===== src/sv/sfd_pkg.sv =====
// ----------------------------------------------------------------------------
// Sensor frame decoder package
// Frame layout constants, status codes, result type and the CRC byte update.
// ----------------------------------------------------------------------------
package sfd_pkg;

    localparam int unsigned FRAME_W      = 168;   // 21 bytes, byte 0 at the top
    localparam logic [4:0]  FRAME_BYTES  = 5'd21;
    localparam logic [4:0]  CRC_BYTES    = 5'd19;
    localparam logic [15:0] CRC_POLY     = 16'h1021;
    localparam logic [15:0] CRC_INIT     = 16'hFFFF;
    localparam logic [7:0]  VERSION_INIT = 8'h01;

    typedef enum logic [1:0] {
        STATUS_OK          = 2'd0,
        STATUS_SHORT       = 2'd1,
        STATUS_BAD_VERSION = 2'd2,
        STATUS_BAD_CRC     = 2'd3
    } status_t;

    typedef struct packed {
        status_t            status;
        logic [7:0]         frame_version;
        logic [15:0]        device_id;
        logic [15:0]        sequence_number;
        logic [31:0]        uptime_seconds;
        logic signed [15:0] temperature_centi;
        logic [15:0]        humidity_centi;
        logic [23:0]        pressure_deci_pa;
        logic [23:0]        gas_reading;
        logic [15:0]        received_crc;
    } result_t;

    // CRC-16/CCITT-FALSE, one byte, MSB first, unrolled over eight bits
    function automatic logic [15:0] crc_update(logic [15:0] crc, logic [7:0] b);
        logic [15:0] c;
        c = crc ^ {b, 8'h00};
        for (int k = 0; k < 8; k++)
        begin
            if (c[15])
                c = {c[14:0], 1'b0} ^ CRC_POLY;
            else
                c = {c[14:0], 1'b0};
        end
        return c;
    endfunction

endpackage


===== src/sv/sfd_ifs.sv =====
// ----------------------------------------------------------------------------
// Sensor frame decoder channels
// Valid/ready channels for received bytes, decoded results and configuration.
// ----------------------------------------------------------------------------
interface sfd_byte_if;
    logic       valid;
    logic       ready;
    logic [7:0] rx_byte;
    logic       last_byte;

    modport source (output valid, output rx_byte, output last_byte, input ready);
    modport sink   (input valid, input rx_byte, input last_byte, output ready);
endinterface

interface sfd_result_if;
    logic               valid;
    logic               ready;
    logic [1:0]         status;
    logic [7:0]         frame_version;
    logic [15:0]        device_id;
    logic [15:0]        sequence_number;
    logic [31:0]        uptime_seconds;
    logic signed [15:0] temperature_centi;
    logic [15:0]        humidity_centi;
    logic [23:0]        pressure_deci_pa;
    logic [23:0]        gas_reading;
    logic [15:0]        received_crc;

    modport source (output valid, output status, output frame_version, output device_id,
                    output sequence_number, output uptime_seconds,
                    output temperature_centi, output humidity_centi,
                    output pressure_deci_pa, output gas_reading, output received_crc,
                    input ready);
    modport sink   (input valid, input status, input frame_version, input device_id,
                    input sequence_number, input uptime_seconds,
                    input temperature_centi, input humidity_centi,
                    input pressure_deci_pa, input gas_reading, input received_crc,
                    output ready);
endinterface

interface sfd_cfg_if;
    logic       valid;
    logic       ready;
    logic [7:0] data;

    modport source (output valid, output data, input ready);
    modport sink   (input valid, input data, output ready);
endinterface


===== src/sv/sensor_frame_decoder_crc16.sv =====
// ----------------------------------------------------------------------------
// Sensor frame decoder with CRC-16 check
// Decodes a 21-byte big-endian sensor frame received one byte per transaction.
// ----------------------------------------------------------------------------
// Usage:
//   byte_ch   : one received byte per transaction; last_byte marks the end of
//               the buffer. Bytes past the 21st are dropped from decoding.
//   result_ch : one transaction per flagged byte, carrying status and fields.
//               A too-short buffer returns every field as zero.
//   cfg_ch    : writes expected_version (reset value 1); always ready. Write
//               only while no frame is in progress.
// Throughput: one byte per cycle while byte_ch.ready is high. The CRC update
//   is an eight-bit unrolled step, done in the same cycle as the byte capture.
// Output: the result is registered in the output register, or in the skid entry.
// Stall: an output register plus one skid entry hold results; bytes keep
//   flowing while one result waits, and byte_ch.ready drops only when both
//   are full.
// Reset: clears byte count, CRC (to 0xFFFF), result valids and the version
//   register back to 1. After each result the decoder clears for a new frame.
// ----------------------------------------------------------------------------
module sensor_frame_decoder_crc16
(
    input  logic  clk,
    input  logic  rst_n,
    sfd_byte_if.sink     byte_ch,
    sfd_result_if.source result_ch,
    sfd_cfg_if.sink      cfg_ch
);

    logic [7:0]       expected_version_reg;
    logic [7:0]       expected_version_next;
    logic             accept;
    logic             res_valid;
    sfd_pkg::result_t res;
    logic             space;
    sfd_pkg::result_t out_data;

    // Configuration: take every write, hold otherwise
    assign cfg_ch.ready = 1'b1;

    always_comb
    begin
        expected_version_next = expected_version_reg;
        if (cfg_ch.valid)
            expected_version_next = cfg_ch.data;
    end

    always_ff @(posedge clk or negedge rst_n)
    begin
        if (!rst_n)
            expected_version_reg <= sfd_pkg::VERSION_INIT;
        else
            expected_version_reg <= expected_version_next;
    end

    // Byte transaction completes when the buffer still has room for a result
    assign byte_ch.ready = space;
    assign accept        = byte_ch.valid && space;

    sfd_frame_capture u_capture
    (
        .clk              (clk),
        .rst_n            (rst_n),
        .accept           (accept),
        .rx_byte          (byte_ch.rx_byte),
        .last_byte        (byte_ch.last_byte),
        .expected_version (expected_version_reg),
        .res_valid        (res_valid),
        .res              (res)
    );

    sfd_result_buffer u_buffer
    (
        .clk       (clk),
        .rst_n     (rst_n),
        .res_valid (res_valid),
        .res       (res),
        .space     (space),
        .out_valid (result_ch.valid),
        .out_ready (result_ch.ready),
        .out_data  (out_data)
    );

    assign result_ch.status            = out_data.status;
    assign result_ch.frame_version     = out_data.frame_version;
    assign result_ch.device_id         = out_data.device_id;
    assign result_ch.sequence_number   = out_data.sequence_number;
    assign result_ch.uptime_seconds    = out_data.uptime_seconds;
    assign result_ch.temperature_centi = out_data.temperature_centi;
    assign result_ch.humidity_centi    = out_data.humidity_centi;
    assign result_ch.pressure_deci_pa  = out_data.pressure_deci_pa;
    assign result_ch.gas_reading       = out_data.gas_reading;
    assign result_ch.received_crc      = out_data.received_crc;

endmodule


===== src/sv/sfd_frame_capture.sv =====
// ----------------------------------------------------------------------------
// Sensor frame capture
// Byte count, running CRC and frame bytes; builds a result on the last byte.
// ----------------------------------------------------------------------------
module sfd_frame_capture
(
    input  logic             clk,
    input  logic             rst_n,
    input  logic             accept,
    input  logic [7:0]       rx_byte,
    input  logic             last_byte,
    input  logic [7:0]       expected_version,
    output logic             res_valid,
    output sfd_pkg::result_t res
);

    logic [4:0]                   count_reg;
    logic [4:0]                   count_next;
    logic [15:0]                  crc_reg;
    logic [15:0]                  crc_next;
    logic [sfd_pkg::FRAME_W-1:0]  frame_reg;
    logic [sfd_pkg::FRAME_W-1:0]  frame_next;

    logic [4:0]                   count_cap;
    logic [15:0]                  crc_cap;
    logic [sfd_pkg::FRAME_W-1:0]  frame_cap;
    sfd_pkg::status_t             status;

    // Place the byte, advance the CRC over the covered bytes, saturate the count
    always_comb
    begin
        count_cap = count_reg;
        crc_cap   = crc_reg;
        frame_cap = frame_reg;
        if (count_reg < sfd_pkg::FRAME_BYTES)
        begin
            for (int i = 0; i < 21; i++)
            begin
                if (count_reg == 5'(i))
                    frame_cap[sfd_pkg::FRAME_W-8-8*i +: 8] = rx_byte;
            end
            if (count_reg < sfd_pkg::CRC_BYTES)
                crc_cap = sfd_pkg::crc_update(crc_reg, rx_byte);
            count_cap = count_reg + 5'd1;
        end
    end

    always_comb
    begin
        priority if (count_cap < sfd_pkg::FRAME_BYTES)
            status = sfd_pkg::STATUS_SHORT;
        else if (frame_cap[167:160] != expected_version)
            status = sfd_pkg::STATUS_BAD_VERSION;
        else if (crc_cap != frame_cap[15:0])
            status = sfd_pkg::STATUS_BAD_CRC;
        else
            status = sfd_pkg::STATUS_OK;
    end

    always_comb
    begin
        res                   = '0;
        res.status            = status;
        if (status != sfd_pkg::STATUS_SHORT)
        begin
            res.frame_version     = frame_cap[167:160];
            res.device_id         = frame_cap[159:144];
            res.sequence_number   = frame_cap[143:128];
            res.uptime_seconds    = frame_cap[127:96];
            res.temperature_centi = frame_cap[95:80];
            res.humidity_centi    = frame_cap[79:64];
            res.pressure_deci_pa  = frame_cap[63:40];
            res.gas_reading       = frame_cap[39:16];
            res.received_crc      = frame_cap[15:0];
        end
    end

    assign res_valid = accept && last_byte;

    // Clear count and CRC after a result; stale frame bytes stay until a full frame overwrites them
    always_comb
    begin
        count_next = count_reg;
        crc_next   = crc_reg;
        frame_next = frame_reg;
        if (accept)
        begin
            frame_next = frame_cap;
            if (last_byte)
            begin
                count_next = '0;
                crc_next   = sfd_pkg::CRC_INIT;
            end
            else
            begin
                count_next = count_cap;
                crc_next   = crc_cap;
            end
        end
    end

    always_ff @(posedge clk or negedge rst_n)
    begin
        if (!rst_n)
        begin
            count_reg <= '0;
            crc_reg   <= sfd_pkg::CRC_INIT;
        end
        else
        begin
            count_reg <= count_next;
            crc_reg   <= crc_next;
        end
    end

    always_ff @(posedge clk)
    begin
        frame_reg <= frame_next;
    end

endmodule


===== src/sv/sfd_result_buffer.sv =====
// ----------------------------------------------------------------------------
// Sensor frame result buffer
// Output register with a skid entry so bytes keep flowing while a result waits.
// ----------------------------------------------------------------------------
module sfd_result_buffer
(
    input  logic             clk,
    input  logic             rst_n,
    input  logic             res_valid,
    input  sfd_pkg::result_t res,
    output logic             space,
    output logic             out_valid,
    input  logic             out_ready,
    output sfd_pkg::result_t out_data
);

    logic             out_valid_reg;
    logic             out_valid_next;
    sfd_pkg::result_t out_data_reg;
    sfd_pkg::result_t out_data_next;
    logic             skid_valid_reg;
    logic             skid_valid_next;
    sfd_pkg::result_t skid_data_reg;
    sfd_pkg::result_t skid_data_next;
    logic             pop;

    assign pop   = out_valid_reg && out_ready;
    assign space = !skid_valid_reg;

    always_comb
    begin
        out_valid_next  = out_valid_reg;
        out_data_next   = out_data_reg;
        skid_valid_next = skid_valid_reg;
        skid_data_next  = skid_data_reg;
        if (skid_valid_reg)
        begin
            // no new result can arrive while the skid entry is full
            if (pop)
            begin
                out_data_next   = skid_data_reg;
                skid_valid_next = 1'b0;
            end
        end
        else if (!out_valid_reg || pop)
        begin
            out_valid_next = res_valid;
            out_data_next  = res;
        end
        else if (res_valid)
        begin
            skid_valid_next = 1'b1;
            skid_data_next  = res;
        end
    end

    always_ff @(posedge clk or negedge rst_n)
    begin
        if (!rst_n)
        begin
            out_valid_reg  <= 1'b0;
            skid_valid_reg <= 1'b0;
        end
        else
        begin
            out_valid_reg  <= out_valid_next;
            skid_valid_reg <= skid_valid_next;
        end
    end

    always_ff @(posedge clk)
    begin
        out_data_reg  <= out_data_next;
        skid_data_reg <= skid_data_next;
    end

    assign out_valid = out_valid_reg;
    assign out_data  = out_data_reg;

endmodule


===== src/flat_wrapper.sv =====
// flat-port wrapper written by rule: the top's interface ports become plain ports
module sensor_frame_decoder_crc16_flat 
  (clk, rst_n, byte_ch_valid, byte_ch_rx_byte, byte_ch_last_byte, byte_ch_ready, result_ch_valid, result_ch_status, result_ch_frame_version, result_ch_device_id, result_ch_sequence_number, result_ch_uptime_seconds, result_ch_temperature_centi, result_ch_humidity_centi, result_ch_pressure_deci_pa, result_ch_gas_reading, result_ch_received_crc, result_ch_ready, cfg_ch_valid, cfg_ch_data, cfg_ch_ready);
  sfd_byte_if byte_ch_i ();
  sfd_result_if result_ch_i ();
  sfd_cfg_if cfg_ch_i ();
  input  logic clk;
  input  logic rst_n;
  input wire logic [$bits(byte_ch_i.valid)-1:0] byte_ch_valid;
  input wire logic [$bits(byte_ch_i.rx_byte)-1:0] byte_ch_rx_byte;
  input wire logic [$bits(byte_ch_i.last_byte)-1:0] byte_ch_last_byte;
  output wire logic [$bits(byte_ch_i.ready)-1:0] byte_ch_ready;
  output wire logic [$bits(result_ch_i.valid)-1:0] result_ch_valid;
  output wire logic [$bits(result_ch_i.status)-1:0] result_ch_status;
  output wire logic [$bits(result_ch_i.frame_version)-1:0] result_ch_frame_version;
  output wire logic [$bits(result_ch_i.device_id)-1:0] result_ch_device_id;
  output wire logic [$bits(result_ch_i.sequence_number)-1:0] result_ch_sequence_number;
  output wire logic [$bits(result_ch_i.uptime_seconds)-1:0] result_ch_uptime_seconds;
  output wire logic [$bits(result_ch_i.temperature_centi)-1:0] result_ch_temperature_centi;
  output wire logic [$bits(result_ch_i.humidity_centi)-1:0] result_ch_humidity_centi;
  output wire logic [$bits(result_ch_i.pressure_deci_pa)-1:0] result_ch_pressure_deci_pa;
  output wire logic [$bits(result_ch_i.gas_reading)-1:0] result_ch_gas_reading;
  output wire logic [$bits(result_ch_i.received_crc)-1:0] result_ch_received_crc;
  input wire logic [$bits(result_ch_i.ready)-1:0] result_ch_ready;
  input wire logic [$bits(cfg_ch_i.valid)-1:0] cfg_ch_valid;
  input wire logic [$bits(cfg_ch_i.data)-1:0] cfg_ch_data;
  output wire logic [$bits(cfg_ch_i.ready)-1:0] cfg_ch_ready;
  assign byte_ch_i.valid = byte_ch_valid;
  assign byte_ch_i.rx_byte = byte_ch_rx_byte;
  assign byte_ch_i.last_byte = byte_ch_last_byte;
  assign byte_ch_ready = byte_ch_i.ready;
  assign result_ch_valid = result_ch_i.valid;
  assign result_ch_status = result_ch_i.status;
  assign result_ch_frame_version = result_ch_i.frame_version;
  assign result_ch_device_id = result_ch_i.device_id;
  assign result_ch_sequence_number = result_ch_i.sequence_number;
  assign result_ch_uptime_seconds = result_ch_i.uptime_seconds;
  assign result_ch_temperature_centi = result_ch_i.temperature_centi;
  assign result_ch_humidity_centi = result_ch_i.humidity_centi;
  assign result_ch_pressure_deci_pa = result_ch_i.pressure_deci_pa;
  assign result_ch_gas_reading = result_ch_i.gas_reading;
  assign result_ch_received_crc = result_ch_i.received_crc;
  assign result_ch_i.ready = result_ch_ready;
  assign cfg_ch_i.valid = cfg_ch_valid;
  assign cfg_ch_i.data = cfg_ch_data;
  assign cfg_ch_ready = cfg_ch_i.ready;
  sensor_frame_decoder_crc16 u_core (.clk(clk), .rst_n(rst_n), .byte_ch(byte_ch_i), .result_ch(result_ch_i), .cfg_ch(cfg_ch_i));
endmodule

===== config.mk =====
export PLATFORM = sky130hd
export DESIGN_NAME = sensor_frame_decoder_crc16_flat
export DESIGN_NICKNAME = d
export VERILOG_FILES = /design/src/sv/sfd_pkg.sv /design/src/sv/sfd_ifs.sv /design/src/sv/sensor_frame_decoder_crc16.sv /design/src/sv/sfd_frame_capture.sv /design/src/sv/sfd_result_buffer.sv /design/src/flat_wrapper.sv
export SDC_FILE = /design/constraint.sdc
export NUM_CORES = 1
export LEC_CHECK = 0
export BUFFER_PORTS_ARGS = -buffer_cell sky130_fd_sc_hd__buf_2
export CAP_MARGIN = 20
export CORE_ASPECT_RATIO = 0.6
export CORE_MARGIN = 4
export CORE_UTILIZATION = 64
export DETAILED_ROUTE_END_ITERATION = 8
export PLACE_DENSITY = 0.87
export SKIP_CTS_REPAIR_TIMING = 1
export SLEW_MARGIN = 15
export SYNTH_ARGS = -nofsm -noshare
export SYNTH_HDL_FRONTEND = slang
export SYNTH_SLANG_ARGS = --single-unit

===== constraint.sdc =====
create_clock -name clk -period 42.4 [get_ports clk]
set_clock_uncertainty 0.05 [all_clocks]
set_input_delay 2.12 -clock clk [delete_from_list [all_inputs] [get_ports clk]]
set_output_delay 2.12 -clock clk [all_outputs]
set_load 0.03 [all_outputs]

==> metrics <==
number of distinct library cell variants in the gate-level netlist after synthesis=52; setup TNS=0 ns; final net count=1889; number of rows created at floorplan=53; DRT Pass-1 Iters=6; max_slew headroom=0.222; Longest Clk Path Bufs=3; simple-gate share of the synthesized area=0.0726; Final Slew Violations=0; weighted congestion reported at the end of routability-driven placement=between 0.8 and 0.9; Antenna Cells=0; final hold vios=0; internal reg-to-reg setup slack=38.30 ns; count leader, synth=sky130_fd_sc_hd__edfxtp_1; clock sink total=539; max frequency=0.192 GHz; Arrival @ worst endpoint=5.47 ns; depth of the CTS H-tree=2; estimated wirelength of the detail-placed design=31100 um; worst hold path startpoint=u_core.u_capture.crc_reg[5]; Sequential Area=16100 sq um; mux contribution to synthesized area=0.0810; signed area change from the synthesized netlist to the final layout=12.5%; final period utilization=0.123; fill cell instance count of the final layout=2141; Core Area=35100 sq um; Crit Path Max Fanout=22; Static Leak=~10 nW; Initial Utilization=0.651; status=finished, final reports clean; antenna violations before repair=0; min Tclk post-route=5.21 ns; flip-flop cell with the highest count after synthesis=sky130_fd_sc_hd__edfxtp_1; TritonCTS buffer count=47; Warnings, synthesis=0; area fraction in compound gates after synthesis=0.0712; final non-filler cell total=2365; antenna viol nets, final=0; count of pins on the block boundary=195; source of the worst register-to-register timing path=u_core.u_capture.count_reg[0]; total global routing track utilization=0.255; wire length of the first global-routing pass=77500 um; post-synthesis share of cell area spent on xor and xnor gates=0.0229; clock transition at the registers of the reported paths=0.07 ns; termination of the worst setup path=u_core.u_buffer.out_data[168]; adder and majority cell fraction of the synthesized area=0.00273; largest net degree at the start of global routing=171; leading post-synthesis cells by cell area=sky130_fd_sc_hd__edfxtp_1 67%, sky130_fd_sc_hd__mux2i_1 7.5%, sky130_fd_sc_hd__o31ai_1 5.5%; post-synthesis sequential area ratio=0.702; kind of end point of the critical path=flip-flop; mean area per synthesized cell=13.3 sq um; die width=252 um; Least-Margin Pin Slew=1.16 ns; cell area after synthesis=22900 sq um; unrepaired setup endpoints after global routing=no; cell area after layout=~26000 sq um; count of state elements after synthesis=between 500 and 600; EDFF count, synth=508; Critical Path Start Type=primary input; count of mapped cells out of synthesis=1714; Setup Viol. Count Final=0; worst-case reg-to-reg path depth=9; number of max-capacitance violations reported=0; post-detailed-routing wire length=50400 um; largest family of logic cells by synthesized area=multiplexers; fraction of registers with async set/reset=0.0575; ratio of routed vias to standard cells=between 5 and 6; PD cells=approximately 56 nW/um^2; area used by multi-input combinational logic=between 5000 and 6000 sq um; VDD IR-drop max=around 0.036 mV; clk_lat worst skew=0.57 ns; Worst Hold Class=flip-flop to flip-flop; clock tree from TritonCTS=done; post-synth top area share=0.667; DRC errors left=0; Via Count=14000; terminus of the critical flop-to-flop path=u_core.u_buffer.out_data[169]; start point of the critical path=byte_ch_rx_byte[5]; mean routed wirelength per cell=21.3 um; Die Footprint=38900 sq um; startpoint-to-endpoint class of the critical path=primary input to flip-flop; placed standard-cell area=roughly 24000 sq um; number of global-route vias before repair=13200; root cell of the clock tree=sky130_fd_sc_hd__clkbuf_16; global route overflow=0; DRC violation total after the first TritonRoute iteration=1764; net count of the mapped netlist=~1700; ranking of synthesized cells by instance count=508 x sky130_fd_sc_hd__edfxtp_1, 192 x sky130_fd_sc_hd__nor2_1, 186 x sky130_fd_sc_hd__nand2_1, 176 x sky130_fd_sc_hd__inv_1, 171 x sky130_fd_sc_hd__mux2i_1; count of port buffers added during placement=193; DIE HEIGHT=154 um; instance count after placement with tap cells included=2278; cell accounting for the most synthesized area=sky130_fd_sc_hd__edfxtp_1; Required @ worst endpoint=42.66 ns; share of final-layout standard cells stronger than drive strength 1=0.166; post-route worst hold slack=0.472 ns
-- logic make-up (layout without fill, tap and decap cells) --
group / count (synthesis) / after routing
flops: 539 / 539
simple gates: 414 / 414
buf+inv: 286 / 470
compound gates: 229 / 229
mux: 182 / 182
xor+xnor: 58 / 58
fa+ha+maj: 5 / 5
other cells: 1 / 1
-- where the power goes --
part / internal (W) / switching [W]
combinational: 0.0000915 / 0.000220
clock: 0.000245 / 0.000183
sequential: 0.000674 / 0.0000323
total: 0.00101 / 0.000435
-- final cells by class --
type | count | area share
Multi-Input combinational cell | 889 | 0.224
Inverter | 176 | 0.0259
Timing Repair Buffer | 209 | 0.0442
Sequential cell | 539 | 0.624
Clock inverter | 19 | 0.00851
Tap cell | 467 | 0.0227
Clock buffer | 66 | 0.0505
-- worst max-delay path, stage by stage --
cell,delay [ns]
sky130_fd_sc_hd__buf_2,0.56
sky130_fd_sc_hd__xnor2_2,0.21
sky130_fd_sc_hd__xnor2_1,0.61
sky130_fd_sc_hd__xor2_1,0.24
sky130_fd_sc_hd__mux2i_1,0.14
sky130_fd_sc_hd__xnor2_1,0.16
sky130_fd_sc_hd__or4_1,0.53
sky130_fd_sc_hd__or4b_1,0.57
sky130_fd_sc_hd__a221o_1,0.31
-- routing by layer --
layer	GRT usage	wire, um
met3	0.0447	4440
met4	0.0664	1200
met5	0	0
met1	0.390	21800
met2	0.386	22900
-- through the flow --
step                      power (W)   util  setup slack [ns]
after floorplan            0.000953      -             23.08
after global placement      0.00102  0.688             36.74
after detailed placement    0.00102  0.688             36.68
after CTS                   0.00145  0.731             37.29
after global routing        0.00151  0.732             37.13
final                       0.00145  0.732             37.19
-- how the worst min path moves through the flow --
stage	slack [ns]	to	cells past startpoint
floorplan	0.44	u_core.u_buffer.out_data[15]	2
global placement	0.46	u_core.u_buffer.out_data[73]	2
detailed placement	0.46	u_core.u_buffer.out_data[20]	2
CTS	0.47	u_core.u_capture.crc_reg[5]	2
global route	0.49	u_core.u_capture.crc_reg[5]	2
finish	0.47	u_core.u_capture.crc_reg[5]	2
-- placed cells by master, fill, tap and decap left out, types with 8 or more instances in the layout --
| master | count |
|---|---|
| sky130_fd_sc_hd__buf_2 | 193 |
| sky130_fd_sc_hd__inv_1 | 175 |
| sky130_fd_sc_hd__buf_4 | 13 |
| sky130_fd_sc_hd__nor2_1 | 192 |
| sky130_fd_sc_hd__clkbuf_16 | 49 |
| sky130_fd_sc_hd__nand2_1 | 185 |
| sky130_fd_sc_hd__a21oi_1 | 25 |
| sky130_fd_sc_hd__edfxtp_1 | 508 |
| sky130_fd_sc_hd__clkbuf_1 | 16 |
| sky130_fd_sc_hd__dfrtp_1 | 13 |
| sky130_fd_sc_hd__mux2_2 | 8 |
| sky130_fd_sc_hd__dfstp_2 | 17 |
| sky130_fd_sc_hd__o31ai_1 | 169 |
| sky130_fd_sc_hd__mux2i_1 | 171 |
| sky130_fd_sc_hd__xnor2_1 | 38 |
| sky130_fd_sc_hd__o21ai_0 | 17 |
| sky130_fd_sc_hd__xor2_1 | 18 |
Note: power is estimated with default switching activity, not from simulation.
